==> src/rtl/char_device_ring_buffer_defines.svh <==
// assertion macros for the character device ring buffer
`ifndef CHAR_DEVICE_RING_BUFFER_DEFINES_SVH
`define CHAR_DEVICE_RING_BUFFER_DEFINES_SVH

// checked on every clock edge outside reset
`define CRB_ASSERT(lbl, prop, msg) \
  lbl: assert property (@(posedge clk_i) disable iff (!rst_ni) (prop)) else $error(msg);

// checked on every clock edge, reset included
`define CRB_ASSERT_ALWAYS(lbl, prop, msg) \
  lbl: assert property (@(posedge clk_i) (prop)) else $error(msg);

`endif

==> src/rtl/crb_pkg.sv <==
// shared types, constants and helper functions of the ring buffer
package crb_pkg;

  localparam int unsigned MAX_LOG_DEPTH = 10;
  localparam int unsigned ELEM_WIDTH    = 32;
  localparam int unsigned DEPTH         = 1 << MAX_LOG_DEPTH;
  localparam int unsigned POS_W         = MAX_LOG_DEPTH;
  localparam int unsigned CNT_W         = MAX_LOG_DEPTH + 1;

  typedef enum logic [1:0] {
    OP_WRITE = 2'd0,
    OP_READ  = 2'd1,
    OP_FLUSH = 2'd2
  } op_e;

  typedef enum logic [1:0] {
    ST_OK        = 2'd0,
    ST_ERROR     = 2'd1,
    ST_UNDERFLOW = 2'd2
  } status_e;

  typedef enum logic [1:0] {
    CFG_ENABLE    = 2'd0,
    CFG_LOG_DEPTH = 2'd1,
    CFG_LOG_BYTES = 2'd2
  } cfg_idx_e;

  typedef struct packed {
    logic       enabled;
    logic [3:0] log_depth;
    logic [1:0] log_elem_bytes;
  } cfg_t;

  typedef struct packed {
    logic                  we;
    logic                  re;
    logic [POS_W-1:0]      addr;
    logic [ELEM_WIDTH-1:0] wdata;
  } mem_req_t;

  // elements held at the current setting, zero when buffering is off
  function automatic logic [CNT_W-1:0] cap_of(cfg_t cfg);
    logic [3:0] ld;
    ld = (32'(cfg.log_depth) > MAX_LOG_DEPTH) ? 4'(MAX_LOG_DEPTH) : cfg.log_depth;
    return cfg.enabled ? (CNT_W'(1) << ld) : '0;
  endfunction

  // element mask, size code three counts as four bytes
  function automatic logic [ELEM_WIDTH-1:0] mask_of(cfg_t cfg);
    logic [1:0]  lb;
    int unsigned bits;
    lb   = (cfg.log_elem_bytes > 2'd2) ? 2'd2 : cfg.log_elem_bytes;
    bits = 8 << lb;
    if (bits >= ELEM_WIDTH) begin
      return '1;
    end
    return (ELEM_WIDTH'(1) << bits) - ELEM_WIDTH'(1);
  endfunction

endpackage

==> src/rtl/crb_ctrl.sv <==
// ring buffer control: positions, fill count, sequencing and result register
module crb_ctrl (
  input  logic                              clk_i,
  input  logic                              rst_ni,
  input  crb_pkg::cfg_t                     cfg_i,
  input  logic                              in_valid_i,
  output logic                              in_ready_o,
  input  logic [1:0]                        operation_i,
  input  logic [31:0]                       write_data_i,
  output logic                              out_valid_o,
  input  logic                              out_ready_i,
  output logic [1:0]                        status_o,
  output logic [31:0]                       read_data_o,
  output logic [10:0]                       fill_count_o,
  output logic [10:0]                       capacity_o,
  output logic                              is_enabled_o,
  output crb_pkg::mem_req_t                 mem_req_o,
  input  logic [crb_pkg::ELEM_WIDTH-1:0]    mem_rdata_i
);
  import crb_pkg::*;

  typedef enum logic [1:0] {
    S_IDLE = 2'b01,
    S_READ = 2'b10
  } state_e;

  state_e           state_q, state_d;
  logic [POS_W-1:0] rd_pos_q, rd_pos_d;
  logic [POS_W-1:0] wr_pos_q, wr_pos_d;
  logic [CNT_W-1:0] cnt_q, cnt_d;
  logic             out_valid_q, out_valid_d;

  logic [1:0]       status_q, status_d;
  logic [31:0]      rdata_q, rdata_d;
  logic [10:0]      fill_q, fill_d;
  logic [10:0]      cap_q, cap_d;
  logic             en_q, en_d;

  logic [CNT_W-1:0]      cap;
  logic [CNT_W-1:0]      pos_wrap;
  logic [ELEM_WIDTH-1:0] mask;
  logic                  accept;
  op_e                   op;

  assign cap      = cap_of(cfg_i);
  assign pos_wrap = cap - CNT_W'(1);
  assign mask     = mask_of(cfg_i);
  assign op       = op_e'(operation_i);

  assign in_ready_o = (state_q == S_IDLE) && (!out_valid_q || out_ready_i);
  assign accept     = in_valid_i && in_ready_o;

  always_comb begin
    state_d     = state_q;
    rd_pos_d    = rd_pos_q;
    wr_pos_d    = wr_pos_q;
    cnt_d       = cnt_q;
    out_valid_d = out_valid_q && !out_ready_i;
    status_d    = status_q;
    rdata_d     = rdata_q;
    fill_d      = fill_q;
    cap_d       = cap_q;
    en_d        = en_q;
    mem_req_o   = '{we: 1'b0, re: 1'b0, addr: wr_pos_q,
                    wdata: ELEM_WIDTH'(write_data_i) & mask};

    unique case (state_q)
      S_IDLE: begin
        if (accept) begin
          status_d = ST_OK;
          rdata_d  = '0;
          case (op)
            OP_WRITE: begin
              if (!cfg_i.enabled || cnt_q >= cap) begin
                status_d = ST_ERROR;
              end else begin
                mem_req_o.we   = 1'b1;
                mem_req_o.addr = wr_pos_q;
                wr_pos_d = POS_W'((CNT_W'(wr_pos_q) + CNT_W'(1)) & pos_wrap);
                cnt_d    = cnt_q + CNT_W'(1);
              end
            end
            OP_READ: begin
              if (!cfg_i.enabled || cnt_q == '0) begin
                status_d = ST_UNDERFLOW;
              end else begin
                mem_req_o.re   = 1'b1;
                mem_req_o.addr = rd_pos_q;
                rd_pos_d = POS_W'((CNT_W'(rd_pos_q) + CNT_W'(1)) & pos_wrap);
                cnt_d    = cnt_q - CNT_W'(1);
                state_d  = S_READ;
              end
            end
            OP_FLUSH: begin
              rd_pos_d = '0;
              wr_pos_d = '0;
              cnt_d    = '0;
            end
            default: ;
          endcase
          // a popped word is delivered once the ram has answered
          if (!mem_req_o.re) begin
            out_valid_d = 1'b1;
            fill_d      = 11'(cnt_d);
            cap_d       = 11'(cap);
            en_d        = cfg_i.enabled;
          end
        end
      end
      S_READ: begin
        out_valid_d = 1'b1;
        status_d    = ST_OK;
        rdata_d     = 32'(mem_rdata_i & mask);
        fill_d      = 11'(cnt_q);
        cap_d       = 11'(cap);
        en_d        = cfg_i.enabled;
        state_d     = S_IDLE;
      end
      default: state_d = S_IDLE;
    endcase
  end

  always_ff @(posedge clk_i or negedge rst_ni) begin
    if (!rst_ni) begin
      state_q     <= S_IDLE;
      rd_pos_q    <= '0;
      wr_pos_q    <= '0;
      cnt_q       <= '0;
      out_valid_q <= 1'b0;
    end else begin
      state_q     <= state_d;
      rd_pos_q    <= rd_pos_d;
      wr_pos_q    <= wr_pos_d;
      cnt_q       <= cnt_d;
      out_valid_q <= out_valid_d;
    end
  end

  always_ff @(posedge clk_i) begin
    status_q <= status_d;
    rdata_q  <= rdata_d;
    fill_q   <= fill_d;
    cap_q    <= cap_d;
    en_q     <= en_d;
  end

  assign out_valid_o  = out_valid_q;
  assign status_o     = status_q;
  assign read_data_o  = rdata_q;
  assign fill_count_o = fill_q;
  assign capacity_o   = cap_q;
  assign is_enabled_o = en_q;

endmodule

==> config.mk <==
export PLATFORM = sky130hd
export DESIGN_NAME = crb_ctrl
export DESIGN_NICKNAME = d
export VERILOG_FILES = /design/src/rtl/char_device_ring_buffer_defines.svh /design/src/rtl/crb_pkg.sv /design/src/rtl/crb_ctrl.sv
export SDC_FILE = /design/constraint.sdc
export NUM_CORES = 1
export LEC_CHECK = 0
export BUFFER_PORTS_ARGS = -buffer_cell sky130_fd_sc_hd__buf_2
export CELL_PAD_IN_SITES_DETAIL_PLACEMENT = 1
export CELL_PAD_IN_SITES_GLOBAL_PLACEMENT = 1
export CORE_MARGIN = 2
export CORE_UTILIZATION = 40
export CTS_CLUSTER_SIZE = 12
export DETAILED_ROUTE_END_ITERATION = 6
export PLACE_DENSITY_LB_ADDON = 0.1
export SLEW_MARGIN = 40
export SYNTH_ARGS = -nofsm -noshare
export SYNTH_HDL_FRONTEND = slang
export SYNTH_SLANG_ARGS = --single-unit
==> constraint.sdc <==
create_clock -name clk_i -period 5.55 [get_ports clk_i]
set_input_delay 0.8325 -clock clk_i [delete_from_list [all_inputs] [get_ports clk_i]]
set_output_delay 0.8325 -clock clk_i [all_outputs]
set_load 0.01 [all_outputs]
== Yosys cells after proc, flatten, opt, wreduce, memory -nomap -nowiden ==
Cells that the tools add are included.
Widths: inputs -> output; s select.

* Word-level logic and storage cells: 102
* Bits in registers: 91
* Input port bits: 77
* Output and inout port bits: 103

* Add/subtract/negate cells: 6
* Bitwise gates (word level): 4
* Eq/ne operators: 10
* Reductions and logical operators: 20
* $lt $le $gt $ge: 4
* Mux-type cells: 45
* Shift operators: 3

{| class="wikitable"
|+ Operator list
! cell !! number
|-
| $mux 32 || 3
|-
| $mux 11 || 8
|-
| $and 32x32->32 || 2
|-
| $pmux 32 s2 || 1
|-
| $pmux 11 s2 || 2
|-
| $pmux 10 s2 || 2
|-
| $pmux 11 s3 || 1
|-
| $ge 32x6->1 const B || 1
|-
| $shl 1x32->32 const A || 1
|-
| $shl 4x2->32 const A || 1
|-
| $sub 32x2->32 const B || 1
|-
| $mux 10 || 3
|-
| $mux 12 || 2
|-
| $add 10x1->10 const B || 2
|-
| $and 10x10->10 || 2
|-
| $mux 2 || 7
|-
| $add 11x1->11 const B || 1
|-
| $ge 11x11->1 || 1
|-
| $logic_not 11->1 || 1
|-
| $mux 1 || 11
|-
| $shl 1x4->11 const A || 1
|-
| $sub 11x1->11 const B || 1
|-
| $ne 2x2->1 const B || 5
|-
| $sub 10x1->10 const B || 1
|-
| other kinds (16) || 31
|}

== Depth between registers and ports, before layout ==
* Word-level depth: 11
* Depth in mapped cells: 12
* Gate-level depth less buffers: 10

== Worst setup path after synthesis ==
Ideal clock, no wire load.

* Path kind: input-to-output
* From: input cfg_i[6] (netlist bit)
* To: output mem_req_o[43] (netlist bit)
* Stages: 11
* Data arrival time: 3.051 ns
* Data required time: 4.718 ns
* Path slack: 1.666 ns
* Path buffers: 2
* Cell sequence: clkbuf_1 -> nand2_1 -> or4_1 -> ha_1 -> a211oi_1 -> o21ai_0 -> a21oi_2 -> and2_1 -> buf_4 -> nand2_2 -> inv_1

{| class="wikitable"
|+ RTL lines
! element !! line !! RTL
|-
| from (decl) || crb_ctrl.sv:5 || <nowiki>input crb_pkg::cfg_t cfg_i,</nowiki>
|-
| to (decl) || crb_ctrl.sv:17 || <nowiki>output crb_pkg::mem_req_t mem_req_o,</nowiki>
|}

==> impl_metrics.sql <==
INSERT INTO impl_metrics (metric_group, metric, value, unit) VALUES
('worst_setup_path', 'crit_fanout', '17', ''),
('die', 'dieWidth', '121.8', 'um'),
('layout', 'post-route-util', '49.26', '%'),
('synth', 'ys.flop_type', 'sky130_fd_sc_hd__edfxtp_1', ''),
('timing', 'final.min_clock_period', '4.550', 'ns'),
('clock_tree', 'numCtsBuffers', '9', ''),
('flow_run', 'max_cap_violations', '0', ''),
('worst_setup_path', 'worst_ep_required_time', '4.72', 'ns'),
('global_routing', 'maximum_number_of_pins_on_one_net_before_global_route_repair', '35', ''),
('synth', 'yosys_warnings', '0', ''),
('synth', 'synth-edff-count', '57', ''),
('placement', 'detailed_place_hpwl', '13640', 'um'),
('global_routing', 'grt_overflow_total', '0', ''),
('timing', 'timing.final.max_slew_violations', '0', ''),
('clock_tree', 'clk_pin_slew', '0.07', 'ns'),
('pwr', 'cellPowerDensity', '381.9', 'nW/um^2'),
('worst_setup_path', 'worst_setup_path_start_kind', 'input port', ''),
('pwr', 'clkPwrFrac', '24.2', '%'),
('placement', 'place_inst', '911', ''),
('pwr', 'cellInternalPower', '1606', 'uW'),
('die', 'ioPinCount', '180', ''),
('clock_tree', 'post_cts_resize_count', '0', ''),
('route', 'drt-vias-per-instance', '5.835', ''),
('layout', 'final_layout_size_suffix_gt1_share', '26.91', '%'),
('layout', 'syn_to_final_growth', '21.84', '%'),
('global_routing', 'grt.total_usage', '24.93', '%'),
('synth', 'postSynthRegisterBits', '91', ''),
('pwr', 'power.combinational.fraction', '33.6', '%'),
('status', 'status', 'finished clean', ''),
('layout', 'finish.instance_area', '6758', 'sq um'),
('layout', 'antennaDiodeCount', '0', ''),
('pwr', 'static-leakage-power', '0.003111', 'uW'),
('die', 'total_core_area', '13720', 'sq um'),
('layout', 'fillers', '1674', ''),
('die', 'die_height', '121.8', 'um'),
('die', 'initial_utilization', '40.43', '%'),
('placement', 'globalplace.congestion', '0.8586', ''),
('timing', 'max-slew-margin-rel', '51.80', '%'),
('placement', 'io_buffers', '163', ''),
('clock_tree', 'numClockSinks', '91', ''),
('route', 'route.detailed.wl_per_inst', '20.02', 'um'),
('timing', 'tightestPinTransition', '0.7155', 'ns'),
('timing', 'finalClockSkew', '0.01097', 'ns'),
('worst_setup_path', 'crit_type', 'in2out', ''),
('timing', 'setup_viol_count_final', '0', ''),
('synth', 'ys_seq_area_share', '46.22', '%'),
('clock_tree', 'ctsHoldBuffers', '0', ''),
('die', 'die_ar', '14820', 'sq um'),
('synth', 'syn-num-nets', '701', ''),
('clock_tree', 'cts_buffer_depth', '2', ''),
('pwr', 'post-layout-total-power', '2580', 'uW'),
('synth', 'synth_cell_types', '61', ''),
('timing', 'rsz0062_at_grt', 'false', ''),
('timing', 'finalSetupTns', '0', 'ns'),
('worst_setup_path', 'crit_slowest_cell', 'sky130_fd_sc_hd__or3b_2', ''),
('pwr', 'ir_drop', '0.1552', 'mV'),
('synth', 'number_of_instances_in_the_synthesized_netlist', '606', ''),
('clock_tree', 'post_cts_buffers', '0', ''),
('global_routing', 'antenna_found_initial', '0', ''),
('route', 'drt_pass1_iterations', '5', ''),
('die', 'std_cell_rows', '43', ''),
('clock_tree', 'cts_max_level', '3', ''),
('clock_tree', 'cts_tree', 'done', ''),
('timing', 'finalHoldViolCount', '0', ''),
('worst_setup_path', 'timing.critical_path.mode_cell', 'sky130_fd_sc_hd__buf_2', ''),
('synth', 'syn_area_per_cell', '9.153', 'sq um'),
('worst_setup_path', 'cp_top_family', 'simple AND/OR/NAND/NOR gates', ''),
('worst_setup_path', 'path_cells', 'buf_2 -> or3b_2 -> nor3_1 -> ha_1 -> nor2b_1 -> o21ai_0 -> a21oi_2 -> and2_1 -> nand2_2 -> inv_1 -> buf_2', ''),
('global_routing', 'grt_first_pass_wirelength', '29050', 'um'),
('worst_setup_path', 'critical_path.endpoint_type', 'primary output', ''),
('global_routing', 'first_global_vias', '5472', '');
flip-flops by register name, indices dropped and copies added (netlist names):
| register | count |
|---|---|
| cnt_q | 11 |
| is_enabled_o | 1 |
| out_valid_o | 1 |
| wr_pos_q | 10 |
| status_o | 2 |
| read_data_o | 32 |
| capacity_o | 11 |
| state_q | 2 |
| fill_count_o | 11 |
| rd_pos_q | 10 |
layout by cell type (no fill, tap or decap), types with 6 or more instances in the layout:
master,synthesis,layout
sky130_fd_sc_hd__and3_1,39,39
sky130_fd_sc_hd__a21oi_1,19,19
sky130_fd_sc_hd__buf_2,6,162
sky130_fd_sc_hd__o41ai_1,9,9
sky130_fd_sc_hd__nor2b_1,6,6
sky130_fd_sc_hd__clkbuf_16,0,10
sky130_fd_sc_hd__a31oi_1,14,14
sky130_fd_sc_hd__nor4_1,6,6
sky130_fd_sc_hd__and2_1,37,37
sky130_fd_sc_hd__dfrtp_1,33,33
sky130_fd_sc_hd__a211oi_1,8,8
sky130_fd_sc_hd__or2_2,7,7
sky130_fd_sc_hd__edfxtp_1,57,57
sky130_fd_sc_hd__nor2_1,33,33
sky130_fd_sc_hd__nand2_1,70,69
sky130_fd_sc_hd__nand3_1,28,27
sky130_fd_sc_hd__or3_1,9,9
sky130_fd_sc_hd__or4_1,6,6
sky130_fd_sc_hd__nand2b_1,9,9
sky130_fd_sc_hd__buf_4,3,6
sky130_fd_sc_hd__inv_1,26,26
sky130_fd_sc_hd__ha_1,18,17
sky130_fd_sc_hd__o21ai_0,40,40
sky130_fd_sc_hd__nor3_1,16,16
stage by stage:
step / setup slack, ns / hold slack, ns
final: 0.9996 / 0.4419
after CTS: 0.9903 / 0.4626
after global placement: 1.126 / 0.4977
after floorplan: 1.666 / 0.4695
after detailed placement: 0.9622 / 0.5152
after global routing: 0.6752 / 0.4780
routing by layer:
metal / wire length [um] / GRT usage (%) / vias up
li1: - / - / 2511
met3: 1197 / 4.120 / 33
met4: 417 / 9.339 / 0
met1: 7895 / 32.63 / 2660
met5: 0 / 0 / -
met2: 9044 / 41.55 / 205
final timing paths:
path                            slack (ns)                    start  depth (start not counted)                        end
worst max-delay path                   1.0                 cfg_i[6]                         11              mem_req_o[43]
worst min-delay path                  0.44                   rst_ni                          1      cnt_q[10]$_DFFE_PN0P_
worst max register to register        2.60     cnt_q[0]$_DFFE_PN0P_                          8  fill_count_o[5]$_DFFE_PP_
worst min register to register        0.53  rd_pos_q[8]$_DFFE_PN0P_                          1    rd_pos_q[8]$_DFFE_PN0P_
max in group asynchronous             4.73                   rst_ni                          1     state_q[0]$_DFFE_PN1P_
min in group clk_i                    0.53  rd_pos_q[8]$_DFFE_PN0P_                          1    rd_pos_q[8]$_DFFE_PN0P_
synthesized netlist by cell type (3+ instances only):
master	number	area share, %
sky130_fd_sc_hd__a22o_1	3	0.47
sky130_fd_sc_hd__and3_1	39	4.4
sky130_fd_sc_hd__o311ai_0	5	0.79
sky130_fd_sc_hd__inv_1	26	1.8
sky130_fd_sc_hd__a211oi_1	8	1.1
sky130_fd_sc_hd__edfxtp_1	57	31
sky130_fd_sc_hd__nand2b_1	9	1.0
sky130_fd_sc_hd__or3_1	9	1.0
sky130_fd_sc_hd__buf_4	3	0.41
sky130_fd_sc_hd__clkbuf_1	34	2.3
sky130_fd_sc_hd__nor2_1	33	2.2
sky130_fd_sc_hd__o41ai_1	9	1.4
sky130_fd_sc_hd__ha_1	18	4.1
sky130_fd_sc_hd__nor4_1	6	0.68
sky130_fd_sc_hd__nand4_1	5	0.56
sky130_fd_sc_hd__or4_1	6	0.81
sky130_fd_sc_hd__a31oi_1	14	1.6
sky130_fd_sc_hd__buf_2	6	0.54
sky130_fd_sc_hd__nor3b_1	4	0.54
sky130_fd_sc_hd__dfrtp_1	33	15
sky130_fd_sc_hd__and4_1	3	0.47
sky130_fd_sc_hd__o21ai_0	40	3.6
sky130_fd_sc_hd__o31ai_1	5	0.68
sky130_fd_sc_hd__nor2b_1	6	0.68
sky130_fd_sc_hd__nand2_1	70	4.7
sky130_fd_sc_hd__nand3_1	28	2.5
sky130_fd_sc_hd__or2_2	7	0.79
sky130_fd_sc_hd__and2_1	37	4.2
sky130_fd_sc_hd__o22ai_1	3	0.34
sky130_fd_sc_hd__nor3_1	16	1.4
sky130_fd_sc_hd__a21oi_1	19	1.7
sky130_fd_sc_hd__o21a_1	3	0.41
sky130_fd_sc_hd__o211ai_1	4	0.54
kinds of logic after synthesis:
| logic type | Yosys count | synth area share (%) |
|---|---|---|
| simple gates | 290 | 28.13 |
| flops | 91 | 46.22 |
| buf+inv | 69 | 5.008 |
| compound gates | 137 | 16.40 |
| mux | 1 | 0.1805 |
| fa+ha+maj | 18 | 4.061 |
power groups by stage:
stage	logic [uW]	registers [uW]	clock network (uW)
after detailed placement	864	1100	0
final	866	1090	625
after global placement	829	1090	0
after floorplan	514	1090	0
after global routing	965	1110	655
after CTS	870	1090	631
area by class of cell:
type	count	area, sq um	share of cell area, %
Multi-Input combinational cell	446	2715	40.18
Clock buffer	14	285.3	4.221
Tap cell	180	225.2	3.333
Timing Repair Buffer	168	855.8	12.66
Inverter	26	97.59	1.444
Clock inverter	2	15.01	0.2222
Sequential cell	91	2564	37.94
worst register-to-register path, stage by stage (launching register included):
cell and delay [ns]:
sky130_fd_sc_hd__dfrtp_1 0.51, sky130_fd_sc_hd__inv_1 0.17, sky130_fd_sc_hd__ha_1 0.30, sky130_fd_sc_hd__nor4b_2 0.21, sky130_fd_sc_hd__and3_1 0.24, sky130_fd_sc_hd__or4_1 0.58, sky130_fd_sc_hd__and4_1 0.25, sky130_fd_sc_hd__a211oi_1 0.30
sky130_fd_sc_hd__o21ai_1 0.13
(Power assumes the default switching activity.)
